`src/rtl/mdc_pkg.sv`:
```
// Shared types, codes and the memory type classifier for the descriptor coalescer.
// No dependencies; used by every module of the block.
package mdc_pkg;

   // Firmware memory type codes, standard numbering
   localparam logic [31:0] TYPE_RESERVED     = 32'd0;
   localparam logic [31:0] TYPE_LOADER_CODE  = 32'd1;
   localparam logic [31:0] TYPE_LOADER_DATA  = 32'd2;
   localparam logic [31:0] TYPE_BS_CODE      = 32'd3;
   localparam logic [31:0] TYPE_BS_DATA      = 32'd4;
   localparam logic [31:0] TYPE_RT_CODE      = 32'd5;
   localparam logic [31:0] TYPE_RT_DATA      = 32'd6;
   localparam logic [31:0] TYPE_CONVENTIONAL = 32'd7;
   localparam logic [31:0] TYPE_UNUSABLE     = 32'd8;
   localparam logic [31:0] TYPE_ACPI_RECLAIM = 32'd9;
   localparam logic [31:0] TYPE_ACPI_NVS     = 32'd10;
   localparam logic [31:0] TYPE_MMIO         = 32'd11;
   localparam logic [31:0] TYPE_MMIO_PORT    = 32'd12;
   localparam logic [31:0] TYPE_PAL_CODE     = 32'd13;

   // Region classes
   localparam logic [1:0] CLASS_FREE    = 2'd0;
   localparam logic [1:0] CLASS_RUNTIME = 2'd1;
   localparam logic [1:0] CLASS_ACPI    = 2'd2;
   localparam logic [1:0] CLASS_MMIO    = 2'd3;

   // Request modes
   localparam logic MODE_DESC  = 1'b0;
   localparam logic MODE_FLUSH = 1'b1;

   // Response kinds
   localparam logic KIND_REGION   = 1'b0;
   localparam logic KIND_BAD_TYPE = 1'b1;

   typedef struct packed {
      logic        mode;
      logic [31:0] efi_type;
      logic [63:0] phys_start;
      logic [63:0] desc_pages;
      logic [31:0] attr_low;
   } req_payload_type;

   typedef struct packed {
      logic       drop;
      logic       bad;
      logic [1:0] cls;
   } class_info_type;

   // Map a memory type to its region class, or flag it dropped / unknown
   function automatic class_info_type classify(input logic [31:0] efi_type);
      class_info_type info;
      info = '{drop: 1'b0, bad: 1'b0, cls: CLASS_FREE};
      case (efi_type)
         TYPE_RESERVED, TYPE_UNUSABLE, TYPE_ACPI_NVS, TYPE_PAL_CODE: begin
            info.drop = 1'b1;
         end
         TYPE_LOADER_CODE, TYPE_LOADER_DATA, TYPE_BS_CODE, TYPE_BS_DATA,
         TYPE_CONVENTIONAL: begin
            info.cls = CLASS_FREE;
         end
         TYPE_RT_CODE, TYPE_RT_DATA: begin
            info.cls = CLASS_RUNTIME;
         end
         TYPE_ACPI_RECLAIM: begin
            info.cls = CLASS_ACPI;
         end
         TYPE_MMIO, TYPE_MMIO_PORT: begin
            info.cls = CLASS_MMIO;
         end
         default: begin
            info.bad = 1'b1;
         end
      endcase
      return info;
   endfunction

endpackage

```
`src/rtl/mdc_ifs.sv`:
```
// Valid/ready channel interfaces for descriptor requests and region responses.
// No dependencies.
interface mdc_req_if;
   logic        valid;
   logic        ready;
   logic        mode;
   logic [31:0] efi_type;
   logic [63:0] phys_start;
   logic [63:0] desc_pages;
   logic [31:0] attr_low;

   modport source (output valid, mode, efi_type, phys_start, desc_pages, attr_low,
                   input ready);
   modport sink   (input valid, mode, efi_type, phys_start, desc_pages, attr_low,
                   output ready);
endinterface

interface mdc_rsp_if;
   logic        valid;
   logic        ready;
   logic        kind;
   logic        final_res;
   logic [63:0] region_start;
   logic [63:0] region_pages;
   logic [1:0]  region_class;
   logic [31:0] region_attr;

   modport source (output valid, kind, final_res, region_start, region_pages,
                   region_class, region_attr, input ready);
   modport sink   (input valid, kind, final_res, region_start, region_pages,
                   region_class, region_attr, output ready);
endinterface

```
`src/rtl/mdc_in_stage.sv`:
```
// Input register for descriptor requests.
// Depends on mdc_pkg and mdc_req_if.
module mdc_in_stage (
   input  logic                     clock,
   input  logic                     reset,
   mdc_req_if.sink                  req_chan,
   output logic                     stage_valid,
   output mdc_pkg::req_payload_type stage_data,
   input  logic                     stage_take
);
   import mdc_pkg::*;

   logic            valid_ff;
   logic            valid_in;
   req_payload_type data_ff;
   logic            load;

   // Register is free when empty or when its request moves on this cycle
   assign req_chan.ready = !valid_ff || stage_take;
   assign load           = req_chan.valid && req_chan.ready;

   always_comb begin
      valid_in = valid_ff;
      if (stage_take) begin
         valid_in = 1'b0;
      end
      if (load) begin
         valid_in = 1'b1;
      end
   end

   always_ff @(posedge clock) begin
      if (reset) begin
         valid_ff <= 1'b0;
      end else begin
         valid_ff <= valid_in;
      end
      if (load) begin
         data_ff <= '{mode:       req_chan.mode,
                      efi_type:   req_chan.efi_type,
                      phys_start: req_chan.phys_start,
                      desc_pages: req_chan.desc_pages,
                      attr_low:   req_chan.attr_low};
      end
   end

   assign stage_valid = valid_ff;
   assign stage_data  = data_ff;

endmodule

```
`src/rtl/mdc_merge.sv`:
```
// Pending region state, merge decision and response register.
// Depends on mdc_pkg and mdc_rsp_if.
module mdc_merge #(
   parameter int PAGE_SHIFT = 12
) (
   input  logic                     clock,
   input  logic                     reset,
   input  logic                     stage_valid,
   input  mdc_pkg::req_payload_type stage_data,
   output logic                     stage_take,
   mdc_rsp_if.source                rsp_chan
);
   import mdc_pkg::*;

   // Pending region
   logic        pend_valid_ff, pend_valid_in;
   logic [63:0] pend_start_ff, pend_start_in;
   logic [63:0] pend_pages_ff, pend_pages_in;
   logic [1:0]  pend_class_ff, pend_class_in;
   logic [31:0] pend_attr_ff,  pend_attr_in;

   // Response register
   logic        rsp_valid_ff, rsp_valid_in;
   logic        rsp_kind_ff,  rsp_kind_in;
   logic        rsp_final_ff, rsp_final_in;
   logic [63:0] rsp_start_ff, rsp_start_in;
   logic [63:0] rsp_pages_ff, rsp_pages_in;
   logic [1:0]  rsp_class_ff, rsp_class_in;
   logic [31:0] rsp_attr_ff,  rsp_attr_in;

   class_info_type info;
   logic [63:0]    pend_bytes;
   logic [63:0]    pend_end;
   logic           adjacent;
   logic           emit;
   logic           out_free;

   assign info       = classify(stage_data.efi_type);
   assign pend_bytes = pend_pages_ff << PAGE_SHIFT;
   assign pend_end   = pend_start_ff + pend_bytes;
   assign adjacent   = pend_valid_ff && (pend_class_ff == info.cls)
                       && (pend_end == stage_data.phys_start)
                       && (pend_attr_ff == stage_data.attr_low);

   // Does the request in the stage produce a response?
   always_comb begin
      if (stage_data.mode == MODE_FLUSH) begin
         emit = pend_valid_ff;
      end else if (info.drop) begin
         emit = 1'b0;
      end else if (info.bad) begin
         emit = 1'b1;
      end else begin
         emit = pend_valid_ff && !adjacent;
      end
   end

   // Requests without a response proceed even while the output is stalled
   assign out_free   = !rsp_valid_ff || rsp_chan.ready;
   assign stage_take = stage_valid && (out_free || !emit);

   // Next pending state and response
   always_comb begin
      pend_valid_in = pend_valid_ff;
      pend_start_in = pend_start_ff;
      pend_pages_in = pend_pages_ff;
      pend_class_in = pend_class_ff;
      pend_attr_in  = pend_attr_ff;

      rsp_valid_in = rsp_valid_ff && !rsp_chan.ready;
      rsp_kind_in  = rsp_kind_ff;
      rsp_final_in = rsp_final_ff;
      rsp_start_in = rsp_start_ff;
      rsp_pages_in = rsp_pages_ff;
      rsp_class_in = rsp_class_ff;
      rsp_attr_in  = rsp_attr_ff;

      if (stage_take) begin
         if (emit) begin
            rsp_valid_in = 1'b1;
            rsp_kind_in  = KIND_REGION;
            rsp_final_in = (stage_data.mode == MODE_FLUSH);
            rsp_start_in = pend_start_ff;
            rsp_pages_in = pend_pages_ff;
            rsp_class_in = pend_class_ff;
            rsp_attr_in  = pend_attr_ff;
         end

         if (stage_data.mode == MODE_FLUSH) begin
            pend_valid_in = 1'b0;
         end else if (info.bad) begin
            // unknown type: error response, state untouched
            rsp_kind_in  = KIND_BAD_TYPE;
            rsp_final_in = 1'b0;
            rsp_start_in = '0;
            rsp_pages_in = '0;
            rsp_class_in = CLASS_FREE;
            rsp_attr_in  = '0;
         end else if (!info.drop) begin
            if (adjacent) begin
               pend_pages_in = pend_pages_ff + stage_data.desc_pages;
            end else begin
               pend_valid_in = 1'b1;
               pend_start_in = stage_data.phys_start;
               pend_pages_in = stage_data.desc_pages;
               pend_class_in = info.cls;
               pend_attr_in  = stage_data.attr_low;
            end
         end
      end
   end

   always_ff @(posedge clock) begin
      if (reset) begin
         pend_valid_ff <= 1'b0;
         rsp_valid_ff  <= 1'b0;
      end else begin
         pend_valid_ff <= pend_valid_in;
         rsp_valid_ff  <= rsp_valid_in;
      end
      pend_start_ff <= pend_start_in;
      pend_pages_ff <= pend_pages_in;
      pend_class_ff <= pend_class_in;
      pend_attr_ff  <= pend_attr_in;
      rsp_kind_ff   <= rsp_kind_in;
      rsp_final_ff  <= rsp_final_in;
      rsp_start_ff  <= rsp_start_in;
      rsp_pages_ff  <= rsp_pages_in;
      rsp_class_ff  <= rsp_class_in;
      rsp_attr_ff   <= rsp_attr_in;
   end

   assign rsp_chan.valid        = rsp_valid_ff;
   assign rsp_chan.kind         = rsp_kind_ff;
   assign rsp_chan.final_res    = rsp_final_ff;
   assign rsp_chan.region_start = rsp_start_ff;
   assign rsp_chan.region_pages = rsp_pages_ff;
   assign rsp_chan.region_class = rsp_class_ff;
   assign rsp_chan.region_attr  = rsp_attr_ff;

endmodule

```
`src/rtl/memory_descriptor_coalescer_unit.sv`:
```
// Memory descriptor coalescer: merges adjacent firmware descriptors into regions.
// Path: an accepted request passes through the input register, then the response
//   register; requests with no response leave even while the output is stalled.
// Throughput: one request per cycle unless a response waits on a stalled output.
// Reset: synchronous; empties both registers and clears the pending region.
// Depends on mdc_pkg, mdc_ifs, mdc_in_stage and mdc_merge.
module memory_descriptor_coalescer_unit #(
   parameter int PAGE_SHIFT = 12
) (
   input  logic      clock,
   input  logic      reset,
   mdc_req_if.sink   req_chan,
   mdc_rsp_if.source rsp_chan
);
   import mdc_pkg::*;

   logic            stage_valid;
   logic            stage_take;
   req_payload_type stage_data;

   mdc_in_stage u_in_stage (
      .clock       (clock),
      .reset       (reset),
      .req_chan    (req_chan),
      .stage_valid (stage_valid),
      .stage_data  (stage_data),
      .stage_take  (stage_take)
   );

   mdc_merge #(
      .PAGE_SHIFT (PAGE_SHIFT)
   ) u_merge (
      .clock       (clock),
      .reset       (reset),
      .stage_valid (stage_valid),
      .stage_data  (stage_data),
      .stage_take  (stage_take),
      .rsp_chan    (rsp_chan)
   );

   // Merge stage never consumes an empty input register
   assert property (@(posedge clock) disable iff (reset)
      stage_take |-> stage_valid)
      else $error("merge stage took a request from an empty register");

   // A request held in the input register keeps its payload
   assert property (@(posedge clock) disable iff (reset)
      stage_valid && !stage_take |=> stage_valid && $stable(stage_data))
      else $error("held request lost or changed");

   // Error responses carry all-zero region fields
   assert property (@(posedge clock) disable iff (reset)
      rsp_chan.valid && rsp_chan.kind == KIND_BAD_TYPE |->
         !rsp_chan.final_res && rsp_chan.region_start == '0
         && rsp_chan.region_pages == '0 && rsp_chan.region_attr == '0
         && rsp_chan.region_class == CLASS_FREE)
      else $error("error response carries region data");

   // A flush only ever emits a region entry
   assert property (@(posedge clock) disable iff (reset)
      rsp_chan.valid && rsp_chan.final_res |-> rsp_chan.kind == KIND_REGION)
      else $error("final response is not a region entry");

endmodule

```
`src/flat_wrapper.sv`:
```
// flat-port wrapper written by rule: the top's interface ports become plain ports
module memory_descriptor_coalescer_unit_flat import mdc_pkg::*;
#(
   parameter int PAGE_SHIFT = 12
)
  (clock, reset, req_chan_valid, req_chan_mode, req_chan_efi_type, req_chan_phys_start, req_chan_desc_pages, req_chan_attr_low, req_chan_ready, rsp_chan_valid, rsp_chan_kind, rsp_chan_final_res, rsp_chan_region_start, rsp_chan_region_pages, rsp_chan_region_class, rsp_chan_region_attr, rsp_chan_ready);
  mdc_req_if req_chan_i ();
  mdc_rsp_if rsp_chan_i ();
  input  logic clock;
  input  logic reset;
  input wire logic [$bits(req_chan_i.valid)-1:0] req_chan_valid;
  input wire logic [$bits(req_chan_i.mode)-1:0] req_chan_mode;
  input wire logic [$bits(req_chan_i.efi_type)-1:0] req_chan_efi_type;
  input wire logic [$bits(req_chan_i.phys_start)-1:0] req_chan_phys_start;
  input wire logic [$bits(req_chan_i.desc_pages)-1:0] req_chan_desc_pages;
  input wire logic [$bits(req_chan_i.attr_low)-1:0] req_chan_attr_low;
  output wire logic [$bits(req_chan_i.ready)-1:0] req_chan_ready;
  output wire logic [$bits(rsp_chan_i.valid)-1:0] rsp_chan_valid;
  output wire logic [$bits(rsp_chan_i.kind)-1:0] rsp_chan_kind;
  output wire logic [$bits(rsp_chan_i.final_res)-1:0] rsp_chan_final_res;
  output wire logic [$bits(rsp_chan_i.region_start)-1:0] rsp_chan_region_start;
  output wire logic [$bits(rsp_chan_i.region_pages)-1:0] rsp_chan_region_pages;
  output wire logic [$bits(rsp_chan_i.region_class)-1:0] rsp_chan_region_class;
  output wire logic [$bits(rsp_chan_i.region_attr)-1:0] rsp_chan_region_attr;
  input wire logic [$bits(rsp_chan_i.ready)-1:0] rsp_chan_ready;
  assign req_chan_i.valid = req_chan_valid;
  assign req_chan_i.mode = req_chan_mode;
  assign req_chan_i.efi_type = req_chan_efi_type;
  assign req_chan_i.phys_start = req_chan_phys_start;
  assign req_chan_i.desc_pages = req_chan_desc_pages;
  assign req_chan_i.attr_low = req_chan_attr_low;
  assign req_chan_ready = req_chan_i.ready;
  assign rsp_chan_valid = rsp_chan_i.valid;
  assign rsp_chan_kind = rsp_chan_i.kind;
  assign rsp_chan_final_res = rsp_chan_i.final_res;
  assign rsp_chan_region_start = rsp_chan_i.region_start;
  assign rsp_chan_region_pages = rsp_chan_i.region_pages;
  assign rsp_chan_region_class = rsp_chan_i.region_class;
  assign rsp_chan_region_attr = rsp_chan_i.region_attr;
  assign rsp_chan_i.ready = rsp_chan_ready;
  memory_descriptor_coalescer_unit #(.PAGE_SHIFT(PAGE_SHIFT)) u_core (.clock(clock), .reset(reset), .req_chan(req_chan_i), .rsp_chan(rsp_chan_i));
endmodule
```
`config.mk`:
```
export PLATFORM = sky130hd
export DESIGN_NAME = memory_descriptor_coalescer_unit_flat
export DESIGN_NICKNAME = d
export VERILOG_FILES = /design/src/rtl/mdc_pkg.sv /design/src/rtl/mdc_ifs.sv /design/src/rtl/mdc_in_stage.sv /design/src/rtl/mdc_merge.sv /design/src/rtl/memory_descriptor_coalescer_unit.sv /design/src/flat_wrapper.sv
export SDC_FILE = /design/constraint.sdc
export NUM_CORES = 1
export LEC_CHECK = 0
export BUFFER_PORTS_ARGS = -buffer_cell sky130_fd_sc_hd__buf_2
export CAP_MARGIN = 20
export CORE_MARGIN = 1
export CORE_UTILIZATION = 45
export DETAILED_ROUTE_END_ITERATION = 12
export PLACE_DENSITY = 0.63
export SLEW_MARGIN = 20
export SYNTH_ARGS = -nofsm -noshare
export SYNTH_HDL_FRONTEND = slang
export SYNTH_SLANG_ARGS = --single-unit
```
`constraint.sdc`:
```
create_clock -name clock -period 51.8 [get_ports clock]
set_clock_uncertainty 0.2 [all_clocks]
set_input_delay 12.95 -clock clock [delete_from_list [all_inputs] [get_ports clock]]
set_output_delay 12.95 -clock clock [all_outputs]
set_load 0.02 [all_outputs]
```
-- Word-level counts from Yosys, hierarchy flattened
Index checks and enable logic that the tools add are counted.
- input bits: 197
- word-level logic and storage cells: 98
- output and inout bits: 166
- bits in registers: 522
- equality and inequality tests: 18
- add/subtract/negate cells: 2
- bitwise operators: 3
- muxes and demuxes: 32
- reductions and logical operators: 25
- operators by type and width (kind ; number):
    two-way mux 64 bit ; 7
    equality test 32 x 4 -> 1 bit, second input constant ; 6
    adder 64 bit ; 2
    equality test 32 x 3 -> 1 bit, second input constant ; 4
    two-way mux 32 bit ; 3
    equality test 32 x 2 -> 1 bit, second input constant ; 2
    equality test 64 bit ; 1
    equality test 32 x 1 -> 1 bit, second input constant ; 1
    equality test 32 bit ; 1
    zero test 32 bit ; 1
    two-way mux 1 bit ; 18
    OR reduction 14 bit ; 1
    AND reduction 4 bit ; 2
    logical AND 1 bit ; 7
    two-way mux 2 bit ; 3
    one-hot mux 2 bit (3 select lines) ; 1
    zero test 1 bit ; 5
    AND reduction 5 bit ; 1
    inequality test 2 x 1 -> 1 bit, second input constant ; 2
    nonzero test 2 bit ; 2
    OR reduction 2 bit ; 2
    OR reduction 4 bit ; 1
    logical OR 1 bit ; 3
    NOT 1 bit ; 3
    equality test 2 bit ; 1

-- Logic depth before layout (Yosys ltp)
Gate-level depths: netlist of run 1.
- word-level depth: 18
- mapped depth: 19
- depth with buffers taken out: 15

-- Hierarchy
A second synthesis of run 1 with hierarchy kept.
- cells, all modules: 2463
- area, all modules: 28384.7 µm²
- by module, submodules not included (module ; cells each ; seq. area each (µm²) ; area an instance (µm²) ; instances):
    mdc_merge ; 2265 ; 9829.4 ; 22534.1 ; 1
    mdc_in_stage ; 198 ; 5815.6 ; 5850.6 ; 1

-- Worst setup path after synthesis of run 1
Ideal clock, no wire load.
- path type: input -> register
- start point: input port rsp_chan_ready
- end point: register u_core.u_in_stage.data_ff (netlist bit u_core.u_in_stage.stage_data[0]) (enable)
- arrival: 27.238 ns
- stages on the path: 4
- setup time: 1.044 ns
- required time: 50.556 ns
- path slack: 23.318 ns
- path buffers: 0
- cells stage by stage: nand2b_1 -> nor2_1 -> and2_1 -> a21boi_0
- cells in the longest elaborated chain, start to end: 5
- RTL lines (element ; line ; text):
    start: declaration ; flat_wrapper.sv:25 ; input wire logic [$bits(rsp_chan_i.ready)-1:0] rsp_chan_ready;
    logical OR 1 bit ; mdc_merge.sv:59 ; assign out_free = !rsp_valid_ff || rsp_chan.ready;
    logical OR 1 bit ; mdc_merge.sv:60 ; assign stage_take = stage_valid && (out_free || !emit);
    logical AND 1 bit ; mdc_merge.sv:60 ;
    logical OR 1 bit ; mdc_in_stage.sv:19 ; assign req_chan.ready = !valid_ff || stage_take;
    logical AND 1 bit ; mdc_in_stage.sv:20 ; assign load = req_chan.valid && req_chan.ready;
    named net u_core.u_in_stage.load ; mdc_in_stage.sv:16 ; logic load;
    end signal: assignment ; mdc_in_stage.sv:39 ; data_ff <= '{mode: req_chan.mode,
    end: declaration ; mdc_in_stage.sv:15 ; req_payload_type data_ff;
The timed path passes the listed nets, and every way through them passes these cells.
A chain may end at the register's enable or synchronous reset.

-- Worst setup path after layout of run 1
- start point: input port rsp_chan_ready
- end point: output port req_chan_ready
- cells in the longest elaborated chain, start to end: 4
- RTL lines (element ; line ; text):
    logical OR 1 bit ; mdc_merge.sv:59 ;
    logical OR 1 bit ; mdc_merge.sv:60 ;
    logical AND 1 bit ; mdc_merge.sv:60 ;
    logical OR 1 bit ; mdc_in_stage.sv:19 ;
    end: declaration ; flat_wrapper.sv:17 ; output wire logic [$bits(req_chan_i.ready)-1:0] req_chan_ready;
No other way between the ends.

==> impl_metrics.py, run 1 <==
metrics = {
    "worst_setup_path": {
        "arrival_ns": 13.98,
        "end_kind": "output port",
        "startpoint": "rsp_chan_ready",
        "rr_startpoint": "u_core.u_merge.pend_pages_ff[15]",
        "critical_path_class": "in -> out",
        "crit_required_ns": 38.65,
        "cp_max_fo": 5,
        "start_kind": "input pin",
    },
    "timing": {
        "worst_slack_ns": 24.67,
        "max_freq_mhz": 36.9,
        "finalHoldViolations": 0,
        "worstMarginPinSlew_ns": 1.35,
        "slew_headroom": 0.0984,
        "rsz0062_at_grt": "false",
        "fin_tns_setup_ns": 0,
        "slew_violations": 0,
        "final.period_utilization": 0.524,
        "setup_violations": 0,
        "min_period_ns": 27.13,
    },
    "clocking": {
        "ctsLongestPathBuffers": 3,
        "cts_max_level": 2,
        "tritoncts": "yes",
        "ctsResizeCount": 0,
        "cts_setup_buffers": 0,
        "hold_buffers": 0,
        "clk_latency_ns": 0.65,
        "cts_num_sinks": 522,
        "ctsRootBufferMaster": "clkbuf_16",
        "clkTransAtPathRegs_ns": 0.06,
        "cts_buffers": 57,
    },
    "logic_synthesis": {
        "yosysUniqueCellTypes": 75,
        "synth_top_area_frac": 0.529,
        "ys_ff_latch": 522,
        "syn_nets": 2970,
        "syn-cell-area_um2": 29500,
        "synth-edff-count": 519,
        "synth_area_per_cell_um2": 11.1,
        "synth-main-ff-cell": "edfxtp_1",
        "yosysSeqAreaShare": 0.531,
        "synth_warnings": 0,
        "syn_inst": 2657,
        "async_flop_share": 0,
        "yosys.area.top_type": "edfxtp_1",
        "synth_area_leaders": "edfxtp_1, nand2_1, mux2i_1",
    },
    "global_route": {
        "grt_max_degree": 165,
        "grt_pass1_wl_mm": 138,
        "antenna_found_initial": 8,
        "grt_remaining_overflow": 0,
        "grt_usage": 0.272,
        "grt_pass1_vias": 22800,
    },
    "run": {
        "drv_cap": 0,
    },
    "hold_path": {
        "hold_path_class": "reg -> reg",
        "worstHoldStart": "u_core.u_in_stage.stage_data[109]",
    },
    "power": {
        "vdd_ir_drop_max_mv": 0.0255,
        "leakagePower_nw": 12.6,
        "powerDensity_nw_per_um2": 29.2,
        "power.total_mw": 0.993,
    },
    "routing": {
        "drt_iter0_markers": 1640,
        "wl_mm": 91.9,
        "antenna_left": 0,
        "vias": 22600,
        "dr.pass1.iters": 8,
        "viasPerCell": 5.82,
        "wl_per_cell_um": 23.7,
        "drc": 0,
    },
    "die": {
        "die_h_um": 258,
        "die_w_um": 258,
        "dieArea_um2": 66500,
        "core_um2": 64600,
        "start_util": 0.456,
        "io_pins": 363,
        "rows": 93,
    },
    "cells_and_area": {
        "final_util": 0.526,
        "stdcell_count": 3881,
        "nets": 3292,
        "areaGrowthSynthToFinish_pct": 15.2,
        "post_route_cells_drive_above_1_share": 0.185,
    },
    "placement": {
        "hpwl_mm": 70.3,
        "place_congestion": 0.981,
        "numPortBuffers": 362,
        "dp_cells": 3775,
        "dp_slack_ns": 24.68,
    },
    "outcome": {
        "outcome": "completed",
    },
}
[worst max-delay path, stage by stage]
cell	delay, ns
buf_2	0.09
nand2b_1	0.16
nor2_1	0.13
and2_1	0.38
nand2_1	0.09
buf_2	0.17
[cell families after synthesis]
kind of cell | Yosys count | share of synthesized area
multiplexers | 237 | 0.0832
flip-flops | 522 | 0.531
XOR/XNOR | 178 | 0.0529
AND/OR/NAND/NOR | 915 | 0.141
buffers and inverters | 156 | 0.0233
AO/OA/AOI/OAI | 533 | 0.118
adder cells (fa/ha/maj) | 116 | 0.0498
[through the flow]
| step | hold WS, ns | area [um2] |
|---|---|---|
| finish | 0.265 | 34000 |
| global route | 0.283 | 34000 |
| CTS | 0.268 | 33900 |
| detailed placement | 0.256 | 32000 |
| global placement | 0.254 | 32000 |
| floorplan | 0.242 | 29500 |
[flip-flops by register name, indices dropped and copies added (netlist names)]
register and cells:
u_core.u_merge.rsp_chan.region_pages 64, u_core.u_merge.pend_valid_ff 1, u_core.u_merge.rsp_chan.valid 1, u_core.u_merge.rsp_chan.final_res 1
u_core.u_merge.rsp_chan.region_attr 32, u_core.u_merge.pend_pages_ff 64, u_core.u_merge.pend_start_ff 64, u_core.u_in_stage.stage_data 193
u_core.u_merge.rsp_chan.region_class 2, u_core.u_merge.pend_class_ff 2, u_core.u_merge.rsp_chan.kind 1, u_core.u_merge.pend_attr_ff 32
u_core.u_in_stage.stage_valid 1, u_core.u_merge.rsp_chan.region_start 64
[metal layers]
metal | global-route usage | vias to the layer above | share of wire
li1 | - | 10600 | -
met1 | 0.360 | 11100 | 0.43
met2 | 0.466 | 698 | 0.49
met3 | 0.0442 | 120 | 0.056
met4 | 0.0613 | 10 | 0.019
met5 | 0 | - | 0.00061
[layout by cell type, fill, tap and decap left out, types with 8 or more instances in the layout]
cell type	synthesis	final
buf_2	18	362
edfxtp_1	519	519
o21a_1	31	31
a2111oi_0	12	11
a21o_1	63	63
nand3_1	42	42
clkbuf_1	94	16
nand2_1	480	480
a211oi_1	23	22
o21ai_0	99	99
o2111ai_1	11	11
nor2_1	137	136
a21oi_1	145	145
or2_2	9	8
mux2i_1	174	174
ha_1	114	114
nor4_1	27	27
clkbuf_16	0	57
xor2_1	63	63
nor2b_1	15	14
buf_4	3	23
nand2b_1	20	20
o21bai_1	14	14
nor3_1	34	33
or3_1	13	13
or4_1	10	10
and3_1	18	18
a211o_1	9	9
o211ai_1	16	16
inv_1	32	32
nand4_1	70	70
mux2_2	63	63
a31oi_1	20	20
and2_1	10	9
o31a_1	8	8
a22oi_1	8	8
o21ai_1	11	10
xnor2_1	115	115
[layout make-up]
class | count | area [um2]
fillers | 5822 | 30600
multi-input cells | 1979 | 13200
well taps | 855 | 1070
inverters | 32 | 120
clock buffers | 77 | 1540
flip-flops and latches | 522 | 15600
clock inverters | 26 | 375
repair buffers | 387 | 2010
diodes | 3 | 7.51
[where the power goes]
part           switching, mW  total [mW]  internal (mW)
registers            0.00956       0.492          0.483
clock network          0.174       0.418          0.245
logic                 0.0512      0.0822         0.0310
[synthesized netlist by cell type (34+ instances only)]
master	instances
ha_1	114
a21oi_1	145
nor2_1	137
o21ai_0	99
xnor2_1	115
mux2_2	63
mux2i_1	174
edfxtp_1	519
clkbuf_1	94
xor2_1	63
nand4_1	70
nand2_1	480
a21o_1	63
nor3_1	34
nand3_1	42
[worst paths after layout]
path	cells past startpoint	to	slack [ns]
worst max-delay path	6	req_chan_ready	24.67
worst min-delay path	0	u_core.u_merge.pend_start_ff[13]	0.26
worst max register to register	15	u_core.u_merge.rsp_chan.region_pages[23]	43.88
worst min register to register	0	u_core.u_merge.pend_start_ff[13]	0.26
No activity file was read; power rests on OpenSTA's default activity.
==> run 2: changes to the inputs <==
==> constraint.sdc (replaced) <==
create_clock -name clock -period 25.7 [get_ports clock]
set_clock_uncertainty 0.2 [all_clocks]
set_input_delay 6.425 -clock clock [delete_from_list [all_inputs] [get_ports clock]]
set_output_delay 6.425 -clock clock [all_outputs]
set_load 0.02 [all_outputs]
==> impl_metrics.py, run 2 (synthesis gave the netlist of run 1 again) <==
metrics = {
    "clocking": {
        "ctsRootBufferMaster": "clkbuf_16",
        "hold_buffers": 0,
        "clkTransAtPathRegs_ns": 0.06,
        "tritoncts": "yes",
        "cts_buffers": 57,
        "cts_max_level": 2,
        "cts_setup_buffers": 0,
        "ctsLongestPathBuffers": 3,
        "clk_latency_ns": 0.65,
        "ctsResizeCount": 0,
        "cts_num_sinks": 522,
    },
    "routing": {
        "dr.pass1.iters": 6,
        "wl_met3_mm": 4.62,
        "drt_iter0_markers": 1832,
        "top_layer_used": "met5",
        "wl_met2_mm": 45.6,
        "viasPerCell": 5.83,
        "wl_per_cell_um": 23.9,
        "wl_met1_mm": 40.5,
        "drc": 0,
        "wl_mm": 92.9,
        "antenna_left": 0,
        "vias": 22600,
    },
    "timing": {
        "rsz0062_at_grt": "false",
        "final.period_utilization": 0.550,
        "finalHoldViolations": 0,
        "slew_violations": 0,
        "min_period_ns": 14.13,
        "hold_ws_ns": 0.273,
        "max_freq_mhz": 70.8,
        "fin_tns_setup_ns": 0,
        "worstMarginPinSlew_ns": 1.12,
        "setup_violations": 0,
        "slew_headroom": 0.251,
    },
    "outcome": {
        "outcome": "completed",
    },
    "worst_setup_path": {
        "path_common_cell": "buf_2",
        "critPathBufInv": 2,
        "start_kind": "input pin",
        "path_cells": "buf_2, nand2b_1, nor2_1, and2_1, nand2_1, buf_2",
        "crit_required_ns": 19.08,
        "end_kind": "output port",
        "slowest_delay_ns": 0.39,
        "arrival_ns": 7.50,
        "crit_family": "simple AND/OR/NAND/NOR gates",
        "critPathSlowestCell": "and2_1",
        "critical_path_class": "in -> out",
        "cp_max_fo": 5,
    },
    "die": {
        "die_h_um": 258,
        "start_util": 0.456,
        "dieArea_um2": 66500,
        "io_pins": 363,
        "rows": 93,
        "core_um2": 64600,
        "die_w_um": 258,
    },
    "hold_path": {
        "hold_path_class": "reg -> reg",
    },
    "cells_and_area": {
        "fillCellCount": 5743,
        "areaGrowthSynthToFinish_pct": 15.2,
        "final_cell_mix": "edfxtp_1, nand2_1, buf_2",
        "area.sequential_um2": 15600,
        "largest_reg_flops": 193,
        "post_route_cells_drive_above_1_share": 0.185,
        "final_common_cell": "edfxtp_1",
        "nets": 3296,
        "multi_input_area_um2": 13200,
    },
    "global_route": {
        "grt_remaining_overflow": 0,
        "grt_max_degree": 96,
        "grt_usage": 0.275,
        "grt_pass1_vias": 22800,
        "grt_pass1_wl_mm": 140,
        "antenna_found_initial": 8,
    },
    "placement": {
        "hpwl_mm": 71.2,
        "numPortBuffers": 362,
        "place_congestion": 0.929,
    },
    "run": {
        "drv_cap": 0,
    },
    "power": {
        "powerDensity_nw_per_um2": 58.6,
        "vdd_ir_drop_max_mv": 0.0569,
        "leakagePower_nw": 12.6,
    },
}
## run 2: changes by cell type in the layout (fill, tap and decap cells not counted), moves of 2 or more
cell,previous run,this run
inv_6,3,1
buf_4,23,29
clkinv_4,0,2
clkinv_1,7,14
a2111oi_1,0,2
clkbuf_8,4,0
clkbuf_1,16,10
## run 2: where the power goes
part           total, mW  switching [mW]  internal [mW]
Combinational      0.166           0.103         0.0624
Clock              0.832           0.353          0.479
Sequential         0.993          0.0199          0.973
Total               1.99           0.476           1.51
## run 2: area by class of cell
cell class / count / share of cell area
multi-input cells: 1979 / 0.389
well taps: 855 / 0.0315
inverters: 32 / 0.00354
clock inverters: 35 / 0.0122
flip-flops and latches: 522 / 0.461
repair buffers: 391 / 0.0598
diodes: 2 / 0.000147
clock buffers: 67 / 0.0431
## run 2: per-layer routing
layer	track usage	vias up
met1	0.366	11300
li1	-	10600
met4	0.0712	12
met5	0	-
met2	0.472	642
met3	0.0391	132
## run 2: worst reg2reg max path: stages, from the launching register on
cell      delay (ns)
edfxtp_1        0.44
ha_1            0.42
a21oi_2         0.25
o21ai_1         0.21
a221oi_1        0.52
o21ai_1         0.24
a221oi_2        0.88
o21bai_1        0.20
xnor2_1         0.60
nor4_1          0.14
and4_1          0.28
and2_2          0.50
o21ai_4         0.83
buf_4           0.83
buf_4           0.83
mux2i_1         0.29
## run 2: through the flow
step / utilization / worst slack [ns] / cells / area [um2] / total power [mW]
floorplan: - / 3.74 / 2657 / 29500 / 1.12
global placement: 0.496 / 11.62 / 3779 / 32000 / 1.17
detailed placement: 0.496 / 11.60 / 3779 / 32100 / 1.18
CTS: 0.525 / 11.59 / 3881 / 33900 / 2.01
global route: 0.525 / 11.49 / 3882 / 33900 / 2.05
finish: 0.526 / 11.57 / 3883 / 33900 / 1.99
## run 2: path summary, 6_finish.rpt
check,start,endpoint,slack [ns],cells past startpoint
worst max-delay path,rsp_chan_ready,req_chan_ready,11.57,6
worst min-delay path,u_core.u_in_stage.stage_data[159],u_core.u_merge.pend_start_ff[63],0.27,0
worst max register to register,u_core.u_merge.pend_pages_ff[13],u_core.u_merge.rsp_chan.region_start[38],17.78,15
worst min register to register,u_core.u_in_stage.stage_data[159],u_core.u_merge.pend_start_ff[63],0.27,0
